===== config.mk =====
export PLATFORM = sky130hd
export DESIGN_NAME = blmh_scale
export DESIGN_NICKNAME = d
export VERILOG_FILES = /design/src/sv/battery_level_median_hysteresis_unit_defines.svh /design/src/sv/blmh_pkg.sv /design/src/sv/blmh_scale.sv
export SDC_FILE = /design/constraint.sdc
export NUM_CORES = 1
export LEC_CHECK = 0
export BUFFER_PORTS_ARGS = -buffer_cell sky130_fd_sc_hd__buf_4
export CORE_MARGIN = 2
export CORE_UTILIZATION = 67
export CTS_CLUSTER_SIZE = 24
export DETAILED_ROUTE_END_ITERATION = 8
export MAX_ROUTING_LAYER = met4
export PLACE_DENSITY = 0.93
export SLEW_MARGIN = 25
export SYNTH_ARGS = -nofsm -noshare
export SYNTH_HDL_FRONTEND = slang
export SYNTH_SLANG_ARGS = --single-unit

===== constraint.sdc =====
create_clock -name clk -period 22.3 [get_ports clk]
set_clock_uncertainty 0.05 [all_clocks]
set_input_delay 2.23 -clock clk [delete_from_list [all_inputs] [get_ports clk]]
set_output_delay 2.23 -clock clk [all_outputs]
set_load 0.01 [all_outputs]

===== src/sv/battery_level_median_hysteresis_unit_defines.svh =====
// Assertion macros shared by the battery level block.
// Each expects clk and rst to be visible where it is used.
`ifndef BATTERY_LEVEL_MEDIAN_HYSTERESIS_UNIT_DEFINES_SVH
`define BATTERY_LEVEL_MEDIAN_HYSTERESIS_UNIT_DEFINES_SVH

// Same-cycle implication, held off during reset
`define BLMH_ASSERT_NOW(label, ante, cons, msg) \
  label: assert property (@(posedge clk) disable iff (rst) (ante) |-> (cons)) \
    else $error(msg);

// Next-cycle implication, held off during reset
`define BLMH_ASSERT_NEXT(label, ante, cons, msg) \
  label: assert property (@(posedge clk) disable iff (rst) (ante) |=> (cons)) \
    else $error(msg);

`endif


===== src/sv/blmh_pkg.sv =====
package blmh_pkg;

  // Word and field widths
  localparam int ADC_W    = 16;
  localparam int PCT_W    = 7;
  localparam int CHAN_W   = 4;
  localparam int CFG_AW   = 3;
  localparam int CFG_DW   = 32;

  // Scaling datapath widths
  localparam int MULK_W   = 11;
  localparam int X_W      = 27;
  localparam int D_W      = 20;
  localparam int REM_W    = 27;
  localparam int DIV_W    = 20;

  // Shared multiplier operand and product widths
  localparam int MUL_AW   = 27;
  localparam int MUL_BW   = 20;
  localparam int MUL_PW   = 47;

  // Reciprocal shift: 2^27 exceeds every slope product, so the estimate is
  // at most one below the true quotient
  localparam int RECIP_SH = 27;

  // Register index decoded from paddr[2]
  localparam logic REG_ADC_CHANNEL = 1'b0;

  // Channel that carries the battery divider
  localparam logic [CHAN_W-1:0] BATT_CHANNEL = 4'd8;

  // Voltage scaling: 10*v*den = code*mult, percent = 167*(x-lo)/(10*den)
  localparam logic [MULK_W-1:0] BATT_MULT  = 11'd360;
  localparam logic [MULK_W-1:0] GPIO_MULT  = 11'd1750;
  localparam logic [X_W-1:0]    BATT_LO    = 27'd120750;
  localparam logic [X_W-1:0]    BATT_HI    = 27'd149730;
  localparam logic [X_W-1:0]    GPIO_LO    = 27'd2560000;
  localparam logic [X_W-1:0]    GPIO_HI    = 27'd3174400;
  localparam logic [DIV_W-1:0]  BATT_DIV   = 20'd48300;
  localparam logic [DIV_W-1:0]  GPIO_DIV   = 20'd1024000;
  localparam logic [DIV_W-1:0]  BATT_RECIP = 20'd2778;
  localparam logic [DIV_W-1:0]  GPIO_RECIP = 20'd131;
  localparam logic [7:0]        SLOPE      = 8'd167;

  // Level limits and hysteresis thresholds
  localparam logic [PCT_W-1:0] PCT_MAX    = 7'd100;
  localparam logic [PCT_W-1:0] PCT_FLOOR  = 7'd10;
  localparam logic [7:0]       RISE_STEP  = 8'd20;
  localparam logic [7:0]       FALL_STEP  = 8'd10;
  localparam logic [7:0]       FALL_SMALL = 8'd5;
  localparam logic [1:0]       RISE_HITS  = 2'd2;
  localparam logic [1:0]       FALL_HITS  = 2'd3;

  // Main sequencer
  typedef enum logic [2:0] {
    ST_IDLE,
    ST_SCALE,
    ST_RANK,
    ST_HYST,
    ST_FINISH
  } blmh_state_t;

  // Scaling unit sequencer
  typedef enum logic [2:0] {
    SC_IDLE,
    SC_CLAMP,
    SC_PROD,
    SC_DIV,
    SC_FIX,
    SC_FIN
  } scale_state_t;

  // Result of the scaling unit
  typedef struct packed {
    logic             done;
    logic [PCT_W-1:0] pct;
  } scale_res_t;

endpackage


===== src/sv/blmh_scale.sv =====
module blmh_scale import blmh_pkg::*; (
  input  logic              clk,
  input  logic              rst,
  input  logic              start,
  input  logic [ADC_W-1:0]  code,
  input  logic [CHAN_W-1:0] channel,
  output scale_res_t        res
);

  scale_state_t       st;
  scale_state_t       st_next;
  logic               is_batt;
  logic [X_W-1:0]     x;
  logic [D_W-1:0]     d;
  logic [REM_W-1:0]   rem;
  logic [PCT_W-1:0]   quo;

  logic [MULK_W-1:0]  mult_k;
  logic [X_W-1:0]     lo;
  logic [X_W-1:0]     hi;
  logic [X_W-1:0]     x_clamp;
  logic [DIV_W-1:0]   div_k;
  logic [DIV_W-1:0]   recip;
  logic [MUL_AW-1:0]  mul_a;
  logic [MUL_BW-1:0]  mul_b;
  logic [MUL_PW-1:0]  mul_p;
  logic [REM_W-1:0]   fix_rem;
  logic               bump;

  // Scale factor of the selected channel
  assign mult_k = (channel == BATT_CHANNEL) ? BATT_MULT : GPIO_MULT;

  // Clamp window, divisor and reciprocal of the captured scaling
  assign lo      = is_batt ? BATT_LO : GPIO_LO;
  assign hi      = is_batt ? BATT_HI : GPIO_HI;
  assign x_clamp = (x < lo) ? lo : ((x > hi) ? hi : x);
  assign div_k   = is_batt ? BATT_DIV : GPIO_DIV;
  assign recip   = is_batt ? BATT_RECIP : GPIO_RECIP;

  // Shared multiplier: code product, slope product, quotient estimate, check
  always_comb begin
    mul_a = '0;
    mul_b = '0;
    unique case (st)
      SC_IDLE: begin
        mul_a = MUL_AW'({code[ADC_W-1:1], 1'b0});
        mul_b = MUL_BW'(mult_k);
      end
      SC_PROD: begin
        mul_a = MUL_AW'(d);
        mul_b = MUL_BW'(SLOPE);
      end
      SC_DIV: begin
        mul_a = MUL_AW'(rem);
        mul_b = recip;
      end
      SC_FIX: begin
        mul_a = MUL_AW'(quo);
        mul_b = div_k;
      end
      default: begin
      end
    endcase
  end

  assign mul_p = MUL_PW'(mul_a) * MUL_PW'(mul_b);

  // Remainder left by the estimate; one more divisor fits when it is short
  assign fix_rem = rem - REM_W'(mul_p);
  assign bump    = (fix_rem >= REM_W'(div_k));

  // Next state
  always_comb begin
    st_next = st;
    unique case (st)
      SC_IDLE:  if (start) st_next = SC_CLAMP;
      SC_CLAMP: st_next = SC_PROD;
      SC_PROD:  st_next = SC_DIV;
      SC_DIV:   st_next = SC_FIX;
      SC_FIX:   st_next = SC_FIN;
      SC_FIN:   st_next = SC_IDLE;
      default:  st_next = SC_IDLE;
    endcase
  end

  // Outputs: capped quotient once the correction is in
  always_comb begin
    res.done = 1'b0;
    res.pct  = (quo > PCT_MAX) ? PCT_MAX : quo;
    unique case (st)
      SC_FIN:  res.done = 1'b1;
      default: res.done = 1'b0;
    endcase
  end

  always_ff @(posedge clk) begin
    if (rst) begin
      st <= SC_IDLE;
    end else begin
      st <= st_next;
    end
  end

  // Datapath: product, clamp, slope product, reciprocal estimate, correction
  always_ff @(posedge clk) begin
    case (st)
      SC_IDLE: begin
        if (start) begin
          x       <= X_W'(mul_p);
          is_batt <= (channel == BATT_CHANNEL);
        end
      end
      SC_CLAMP: begin
        d <= D_W'(x_clamp - lo);
      end
      SC_PROD: begin
        rem <= REM_W'(mul_p);
      end
      SC_DIV: begin
        quo <= mul_p[RECIP_SH +: PCT_W];
      end
      SC_FIX: begin
        if (bump) begin
          quo <= quo + 1'b1;
        end
      end
      default: begin
      end
    endcase
  end

endmodule


==> impl_metrics.yaml, run 1 <==
outcome:
  status: "finished clean"
placed_design:
  placed_area_sq_um: 19820
  dp_hpwl_microns: 43200
  gp_congestion: 1.018
  place_worst_setup_slack_ns: 8.876
  port_buffers: 29
sta:
  max_freq_ghz: 0.07623
  setup_viol: 0
  maxSlewViolCount: 0
  finalCritPeriodShare: 0.5882
  worstMarginPinSlew_ns: 1.040
  layout_setup_ws_ns: 9.182
  totalNegativeSetupSlack_ns: 0
  final.min_clock_period_ns: 13.12
  hold_viol_final: 0
  rsz0062_at_grt: "no"
  relSlewSlack: 0.3069
global_routing:
  grt_pass1_wl_microns: 84460
  grt_pass1_vias: 15991
  track_usage: 0.3948
  grt_antenna_before_repair: 0
  grt_max_degree: 45
  grt.overflow.total: 0
drt:
  drc: 0
  ant_nets: 0
  drt_iter0_drc: 1816
  drt_wl_total_microns: 52710
  vias: 14905
  avgRoutedWirePerCell_microns: 21.05
  vias_per_cell: 5.952
  dr.pass1.iters: 6
clocking:
  clk_pin_slew_ns: 0.08
  clock-sinks: 85
  cts-root-buf: "clkbuf_16"
  htreeDepth: 3
  numCtsBuffers: 9
  hold_buffers: 0
  cts_tree: "built"
  cts_buffer_depth: 2
  clock_latency_ns: 0.35
  post_cts_buffers: 0
  cts_resized: 0
layout:
  design_area_sq_um: 20130
  final-seq-area_sq_um: 2522
  fillers: 1949
  diodes: 0
  final_util: 0.7267
  multi_input_area_sq_um: 14710
  nets: 2678
  drive_above_1_share: 0.04892
  syn_to_final_growth_pct: 7.366
synth:
  async_reset_ff_frac: 0
  netlist_instances: 2003
  yosysWarnings: 0
  ys_types: 78
  synthFlopType: "edfxtp_1"
  synth.ff_latch_count: 85
  syn_area_per_cell_sq_um: 9.362
  ys_seq_area_frac: 0.1345
  synth-edff-count: 82
  netlist_area_sq_um: 18750
critical_path:
  r2r_cells: 41
  crit_path_max_fanout: 8
  endpoint: "quo[2]"
  rr_endpoint: "quo[2]"
  critPathLaunchType: "primary input"
  cpMaxStageDelayCell: "or4b_2"
  path_class: "primary input to flip-flop"
  crit_path_frequent_cell: "fa_1"
  reg2reg_slack_ns: 9.71
  critPathLaunch: "channel[2]"
  slowest_delay_ns: 0.74
  endpoint_kind: "flip-flop"
  worstPathArrival_ns: 13.05
  crit_required_ns: 22.24
  regToRegStartpoint: "st[1]"
hold_path:
  worstHoldStart: "x[0]"
  worstHoldPathType: "flip-flop to flip-flop"
floorplanning:
  die_area_sq_um: 29340
  ios: 31
  die_y_microns: 171.3
  start_util: 0.6769
  die_w_microns: 171.3
  core_area_sq_um: 27710
  num_rows: 61
run:
  maxCapViolations: 0
-- cells in the mapped netlist, types with 5 or more instances --
library cell | number | area, sq um
a211o_1 | 9 | 78.83
a211oi_1 | 12 | 90.09
a21o_1 | 24 | 180.2
a21oi_1 | 63 | 315.3
a22oi_1 | 8 | 60.06
a31oi_1 | 5 | 31.28
and2_1 | 22 | 137.6
and3_1 | 13 | 81.33
clkbuf_1 | 37 | 138.9
edfxtp_1 | 82 | 2462
fa_1 | 353 | 7067
ha_1 | 181 | 2265
inv_1 | 471 | 1768
mux2i_1 | 13 | 130.1
nand2_1 | 193 | 724.4
nand2b_1 | 8 | 50.05
nand3_1 | 15 | 75.07
nand4_1 | 10 | 62.56
nor2_1 | 163 | 611.8
nor2b_1 | 23 | 143.9
nor3_1 | 37 | 185.2
o211ai_1 | 13 | 97.59
o21a_1 | 14 | 105.1
o21ai_0 | 32 | 160.2
o21ai_1 | 11 | 55.05
o21bai_1 | 7 | 52.55
o31a_1 | 5 | 43.79
or2_2 | 13 | 81.33
or3_1 | 6 | 37.54
xnor2_1 | 54 | 473.0
xor2_1 | 21 | 183.9
-- area by class of cell --
cell class / instances / area share
flip-flops and latches: 85 / 0.1253
multi-input cells: 1506 / 0.7307
repair buffers: 47 / 0.01752
clock buffers: 9 / 0.01119
clock inverters: 7 / 0.003853
inverters: 472 / 0.08799
well taps: 378 / 0.02349
-- cells in the final DEF, fill, tap and decap left out, types with 5 or more instances in the layout --
| cell | instances |
|---|---|
| inv_1 | 471 |
| fa_1 | 353 |
| nand2_1 | 193 |
| ha_1 | 181 |
| nor2_1 | 161 |
| conb_1 | 103 |
| edfxtp_1 | 82 |
| a21oi_1 | 62 |
| xnor2_1 | 54 |
| buf_4 | 47 |
| nor3_1 | 35 |
| o21ai_0 | 32 |
| a21o_1 | 24 |
| nor2b_1 | 23 |
| and2_1 | 22 |
| xor2_1 | 21 |
| nand3_1 | 15 |
| o21a_1 | 14 |
| or2_2 | 13 |
| mux2i_1 | 13 |
| and3_1 | 13 |
| o211ai_1 | 13 |
| a211oi_1 | 12 |
| o21ai_1 | 11 |
| nand4_1 | 10 |
| a211o_1 | 9 |
| clkbuf_16 | 9 |
| a22oi_1 | 8 |
| nand2b_1 | 8 |
| o21bai_1 | 7 |
| or3_1 | 6 |
| o31a_1 | 5 |
| a31oi_1 | 5 |
-- per-layer routing --
| metal | track usage | vias up | part of all wire |
|---|---|---|---|
| met3 | 0.08306 | 269 | 0.098 |
| met4 | 0.2152 | 0 | 0.067 |
| met2 | 0.6371 | 881 | 0.48 |
| li1 | - | 6451 | - |
| met5 | - | - | 0 |
| met1 | 0.4667 | 7304 | 0.35 |
-- cells by family (layout without fill, tap and decap cells) --
kind of cell    count (synthesis)  in the layout  share of synthesized area
mux                            17             17                   0.009340
other cells                     2            103                  0.0004005
fa+ha+maj                     535            535                     0.4981
flops                          85             85                     0.1345
compound gates                243            243                    0.08887
simple gates                  532            532                     0.1294
xor+xnor                       76             76                    0.03623
buf+inv                       513            535                     0.1031
-- stage by stage --
step	hold slack, ns	cells
after floorplan	0.4757	2104
after CTS	0.5527	2504
after global routing	0.5906	2504
after detailed placement	0.5167	2488
final	0.5575	2504
after global placement	0.5371	2488
-- worst max-delay path: cells and delay by family --
kind	cells	cell delay, ns
XOR/XNOR	2	0.29
AO/OA/AOI/OAI	12	3.19
AND/OR/NAND/NOR	8	1.82
buffers and inverters	7	0.44
adder cells (fa/ha/maj)	11	5.08
-- sequential cells by signal, indices dropped and copies added (netlist names) --
register  count
rem          27
x            27
d            20
quo           7
st            3
is_batt       1
-- worst min-delay path by stage --
stage | to | slack, ns | cells past startpoint
after floorplan | d[0] | 0.48 | 1
after global placement | d[0] | 0.54 | 1
after detailed placement | d[0] | 0.52 | 1
after CTS | d[0] | 0.55 | 1
after global routing | d[0] | 0.59 | 1
final | d[0] | 0.56 | 1
Power of run 1 is not shown: default switching activity piles up to over one toggle a cycle in this logic, so the estimate is an artifact.
==> run 2, diff against run 1 <==
--- a/config.mk
+++ b/config.mk
@@ -7,11 +7,11 @@
 export LEC_CHECK = 0
 export BUFFER_PORTS_ARGS = -buffer_cell sky130_fd_sc_hd__buf_4
 export CORE_MARGIN = 2
-export CORE_UTILIZATION = 67
+export CORE_UTILIZATION = 60
 export CTS_CLUSTER_SIZE = 24
 export DETAILED_ROUTE_END_ITERATION = 8
 export MAX_ROUTING_LAYER = met4
-export PLACE_DENSITY = 0.93
+export PLACE_DENSITY = 0.89
 export SLEW_MARGIN = 25
 export SYNTH_ARGS = -nofsm -noshare
 export SYNTH_HDL_FRONTEND = slang
==> constraint.sdc (replaced) <==
create_clock -name clk -period 11.1 [get_ports clk]
set_clock_uncertainty 0.05 [all_clocks]
set_input_delay 1.11 -clock clk [delete_from_list [all_inputs] [get_ports clk]]
set_output_delay 1.11 -clock clk [all_outputs]
set_load 0.01 [all_outputs]
==> impl_metrics.yaml, run 2 (synthesis gave the netlist of run 1 again) <==
layout:
  final_common_cell: "inv_1"
  drive_above_1_share: 0.06574
  diodes: 0
  reg_top3: "rem x27, x x27, d x20"
  final_util: 0.6669
  fillers: 2351
  multi_input_area_sq_um: 14730
  final_cell_mix: "inv_1 (471), fa_1 (353), nand2_1 (192)"
  final-seq-area_sq_um: 2524
  nets: 2712
  syn_to_final_growth_pct: 9.074
  design_area_sq_um: 20450
clocking:
  cts-root-buf: "clkbuf_16"
  cts_tree: "built"
  clk_pin_slew_ns: 0.07
  clock_latency_ns: 0.35
  clock-sinks: 85
  cts_buffer_depth: 2
  htreeDepth: 3
  hold_buffers: 0
  numCtsBuffers: 9
floorplanning:
  core_area_sq_um: 30670
  die_area_sq_um: 32690
  start_util: 0.6115
  num_rows: 64
  die_y_microns: 180.8
  ios: 31
  die_w_microns: 180.8
critical_path:
  rr_endpoint: "quo[6]"
  crit_path_frequent_cell: "nor2_1"
  critPathLaunchType: "primary input"
  critPathLaunch: "channel[2]"
  endpoint_kind: "flip-flop"
  endpoint: "quo[6]"
  slowest_delay_ns: 0.59
  path_class: "primary input to flip-flop"
  regToRegStartpoint: "st[1]"
  crit_path_max_fanout: 10
  worstPathArrival_ns: 10.61
  crit_required_ns: 11.16
  reg2reg_slack_ns: 0.56
  r2r_cells: 43
  cpMaxStageDelayCell: "or4b_4"
sta:
  relSlewSlack: 0.3784
  worstMarginPinSlew_ns: 0.9252
  setup_viol: 0
  final.min_clock_period_ns: 10.55
  finalCritPeriodShare: 0.9507
  maxSlewViolCount: 0
  layout_setup_ws_ns: 0.5477
  max_freq_ghz: 0.09477
  rsz0062_at_grt: "no"
  hold_viol_final: 0
  whs_ns: 0.5589
hold_path:
  worstHoldPathType: "flip-flop to flip-flop"
drt:
  vias_per_cell: 5.836
  drc: 0
  drt_iter0_drc: 1577
  avgRoutedWirePerCell_microns: 20.45
  vias: 14916
  dr.pass1.iters: 6
  drt_wl_total_microns: 52280
  ant_nets: 0
global_routing:
  grt_pass1_vias: 16084
  track_usage: 0.3410
  grt.overflow.total: 0
  grt_antenna_before_repair: 0
  grt_pass1_wl_microns: 83900
  grt_max_degree: 41
placed_design:
  place_worst_setup_slack_ns: -0.04558
  placed_area_sq_um: 20080
  dp_hpwl_microns: 43640
  port_buffers: 29
  gp_congestion: 1.019
run:
  maxCapViolations: 0
outcome:
  status: "finished clean"
[run 2: worst min-delay path by stage]
| stage | startpoint | endpoint | slack, ns | cells after the start |
|---|---|---|---|---|
| 2_1_floorplan | x[0] | d[0] | 0.48 | 1 |
| 3_3_place_gp | x[0] | d[0] | 0.53 | 1 |
| 3_5_place_dp | x[0] | d[0] | 0.51 | 1 |
| 4_1_cts | x[0] | d[0] | 0.55 | 1 |
| 5_1_grt | x[0] | d[0] | 0.60 | 1 |
| 6_report | x[0] | d[0] | 0.56 | 1 |
[run 2: layout make-up]
type                    instances  share of cell area
well taps                     396             0.02422
clock buffers                  10             0.01119
flip-flops and latches         85              0.1234
inverters                     472             0.08662
repair buffers                 81             0.02973
clock inverters                 6            0.004588
multi-input cells            1506              0.7203
[run 2: critical path: cells and delay by family]
kind | cells | cell delay [ns]
fa+ha+maj | 10 | 4.08
xor+xnor | 2 | 0.47
simple gates | 11 | 2.29
buf+inv | 7 | 0.75
compound gates | 11 | 1.87
[run 2: stage by stage]
step	instances	TNS (ns)
2_1_floorplan	2104	0
3_3_place_gp	2539	0
3_5_place_dp	2539	-0.3177
4_1_cts	2555	0
5_1_grt	2556	0
6_report	2556	0
[run 2: routing by layer]
layer | track usage | share of wire
met2 | 0.5516 | 0.48
met4 | 0.1600 | 0.058
met1 | 0.4294 | 0.37
met3 | 0.04354 | 0.092
met5 | - | 0
[run 2: timing repair]
| action | in CTS | in global routing |
|---|---|---|
| resized for setup | 0 | 14 |
| setup buffers | 0 | 1 |
| setup endpoints to repair | 0 | 7 |
Power of run 2 is left out for the same reason.
==> run 3, diff against run 2 <==
--- a/config.mk
+++ b/config.mk
@@ -5,6 +5,7 @@
 export SDC_FILE = /design/constraint.sdc
 export NUM_CORES = 1
 export LEC_CHECK = 0
+export ABC_AREA = 1
 export BUFFER_PORTS_ARGS = -buffer_cell sky130_fd_sc_hd__buf_4
 export CORE_MARGIN = 2
 export CORE_UTILIZATION = 60
==> impl_metrics.yaml, run 3 <==
placed_design:
  gp_congestion: 1.005
  port_buffers: 29
  dp_hpwl_microns: 45340
  dp_cells: 2851
sta:
  relSlewSlack: 0.3011
  totalNegativeSetupSlack_ns: 0
  setup_viol: 0
  whs_ns: 0.6417
  worstMarginPinSlew_ns: 1.041
  final.min_clock_period_ns: 10.47
  maxSlewViolCount: 0
  rsz0062_at_grt: "no"
  finalCritPeriodShare: 0.9436
  max_freq_ghz: 0.09547
  hold_viol_final: 0
synth:
  ys_types: 60
  yosysWarnings: 0
  synth_top_area_share: 0.3633
  synth.ff_latch_count: 85
  netlist_instances: 2295
  ys_top_cells_by_count: "inv_1 (639), nand2_1 (375), fa_1 (353), nor2_1 (190), ha_1 (181)"
  syn_area_per_cell_sq_um: 8.475
  yosysTopAreaCell: "fa_1"
  netlist_area_sq_um: 19450
  synthFlopType: "edfxtp_1"
  ys_seq_area_frac: 0.1297
  yosysMostFrequentCell: "inv_1"
  yosys-top-cells-area: "fa_1 (36%), edfxtp_1 (13%), inv_1 (12%)"
  async_reset_ff_frac: 0
  synth-edff-count: 82
clocking:
  clock-sinks: 85
  cts_resized: 0
  htreeDepth: 3
  cts_buffer_depth: 2
  clk_pin_slew_ns: 0.06
  cts-root-buf: "clkbuf_16"
  numCtsBuffers: 9
  cts_tree: "built"
  post_cts_buffers: 0
  clock_latency_ns: 0.35
  hold_buffers: 0
layout:
  final_common_cell: "inv_1"
  finalNonFillerCells: 2866
  final_util: 0.6660
  drive_above_1_share: 0.06940
  nets: 3017
  diodes: 0
  syn_to_final_growth_pct: 8.594
  reg_top3: "rem x27, x x27, d x20"
  final_cell_mix: "inv_1 (638), nand2_1 (375), fa_1 (353)"
critical_path:
  crit_path_max_fanout: 15
  r2r_cells: 49
  path_class: "flip-flop to flip-flop"
  cpMaxStageDelayCell: "a221oi_1"
  critPathLaunchType: "flip-flop"
  critPathLaunch: "st[2]"
  crit_required_ns: 11.10
  worstPathArrival_ns: 10.47
  crit_path_frequent_cell: "inv_1"
  endpoint_kind: "flip-flop"
  slowest_delay_ns: 0.77
  regToRegStartpoint: "st[2]"
drt:
  drc: 0
  vias: 15381
  drt_iter0_drc: 1260
  drt_wl_total_microns: 51590
  ant_nets: 0
  dr.pass1.iters: 6
  vias_per_cell: 5.367
  avgRoutedWirePerCell_microns: 18.00
floorplanning:
  num_rows: 65
  core_area_sq_um: 31720
  start_util: 0.6133
  ios: 31
  die_area_sq_um: 33870
  die_w_microns: 184.1
  die_y_microns: 184.1
global_routing:
  grt.overflow.total: 0
  grt_antenna_before_repair: 0
  track_usage: 0.3368
  grt_max_degree: 33
  grt_pass1_wl_microns: 85010
  grt_pass1_vias: 16684
outcome:
  status: "finished clean"
hold_path:
  hold_path_depth: 3
  worstHoldPathType: "flip-flop to flip-flop"
  worstHoldStart: "st[0]"
run:
  maxCapViolations: 0
-- run 3: per-stage QoR --
stage,instance area (sq um),worst slack (ns)
6_report,21120,0.6259
5_1_grt,21120,0.04094
4_1_cts,21100,0.6285
3_5_place_dp,20810,0.3831
3_3_place_gp,20810,0.4508
2_1_floorplan,19830,1.289
-- run 3: metal layers --
metal / wire length [microns] / global-route usage
met2: 25310 / 0.5636
met3: 3565 / 0.03962
met1: 20860 / 0.4313
met5: 0 / -
met4: 1853 / 0.1078
-- run 3: worst paths after layout --
path / to / slack (ns)
worst max-delay path: quo[2] / 0.63
worst min-delay path: st[0] / 0.64
worst max register to register: quo[2] / 0.63
worst min register to register: st[0] / 0.64
-- run 3: cell type report --
| class | count | area, sq um |
|---|---|---|
| inverter | 656 | 2467 |
| fill | 2525 | 10600 |
| tap | 402 | 503.0 |
| timing repair buffer | 77 | 578.1 |
| clock buffer | 9 | 225.2 |
| sequential | 85 | 2522 |
| clock inverter | 6 | 63.81 |
| multi-input combinational | 1631 | 14760 |
-- run 3: critical path: cells and delay by family (launching register included) --
| kind | cells | cell delay (ns) |
|---|---|---|
| AOI/OAI and AO/OA | 3 | 1.19 |
| adders and majority gates | 10 | 4.64 |
| DFF | 1 | 0.44 |
| xor gates and xnor gates | 2 | 0.21 |
| and+or+nand+nor | 23 | 2.60 |
| buffers and inverters | 11 | 1.03 |
-- run 3: cell families after synthesis --
family	synth area share
compound gates	0.05738
xor+xnor	0.03332
fa+ha+maj	0.4797
buf+inv	0.1324
flops	0.1297
other cells	0.0003861
simple gates	0.1671
Power of run 3 is left out for the same reason.
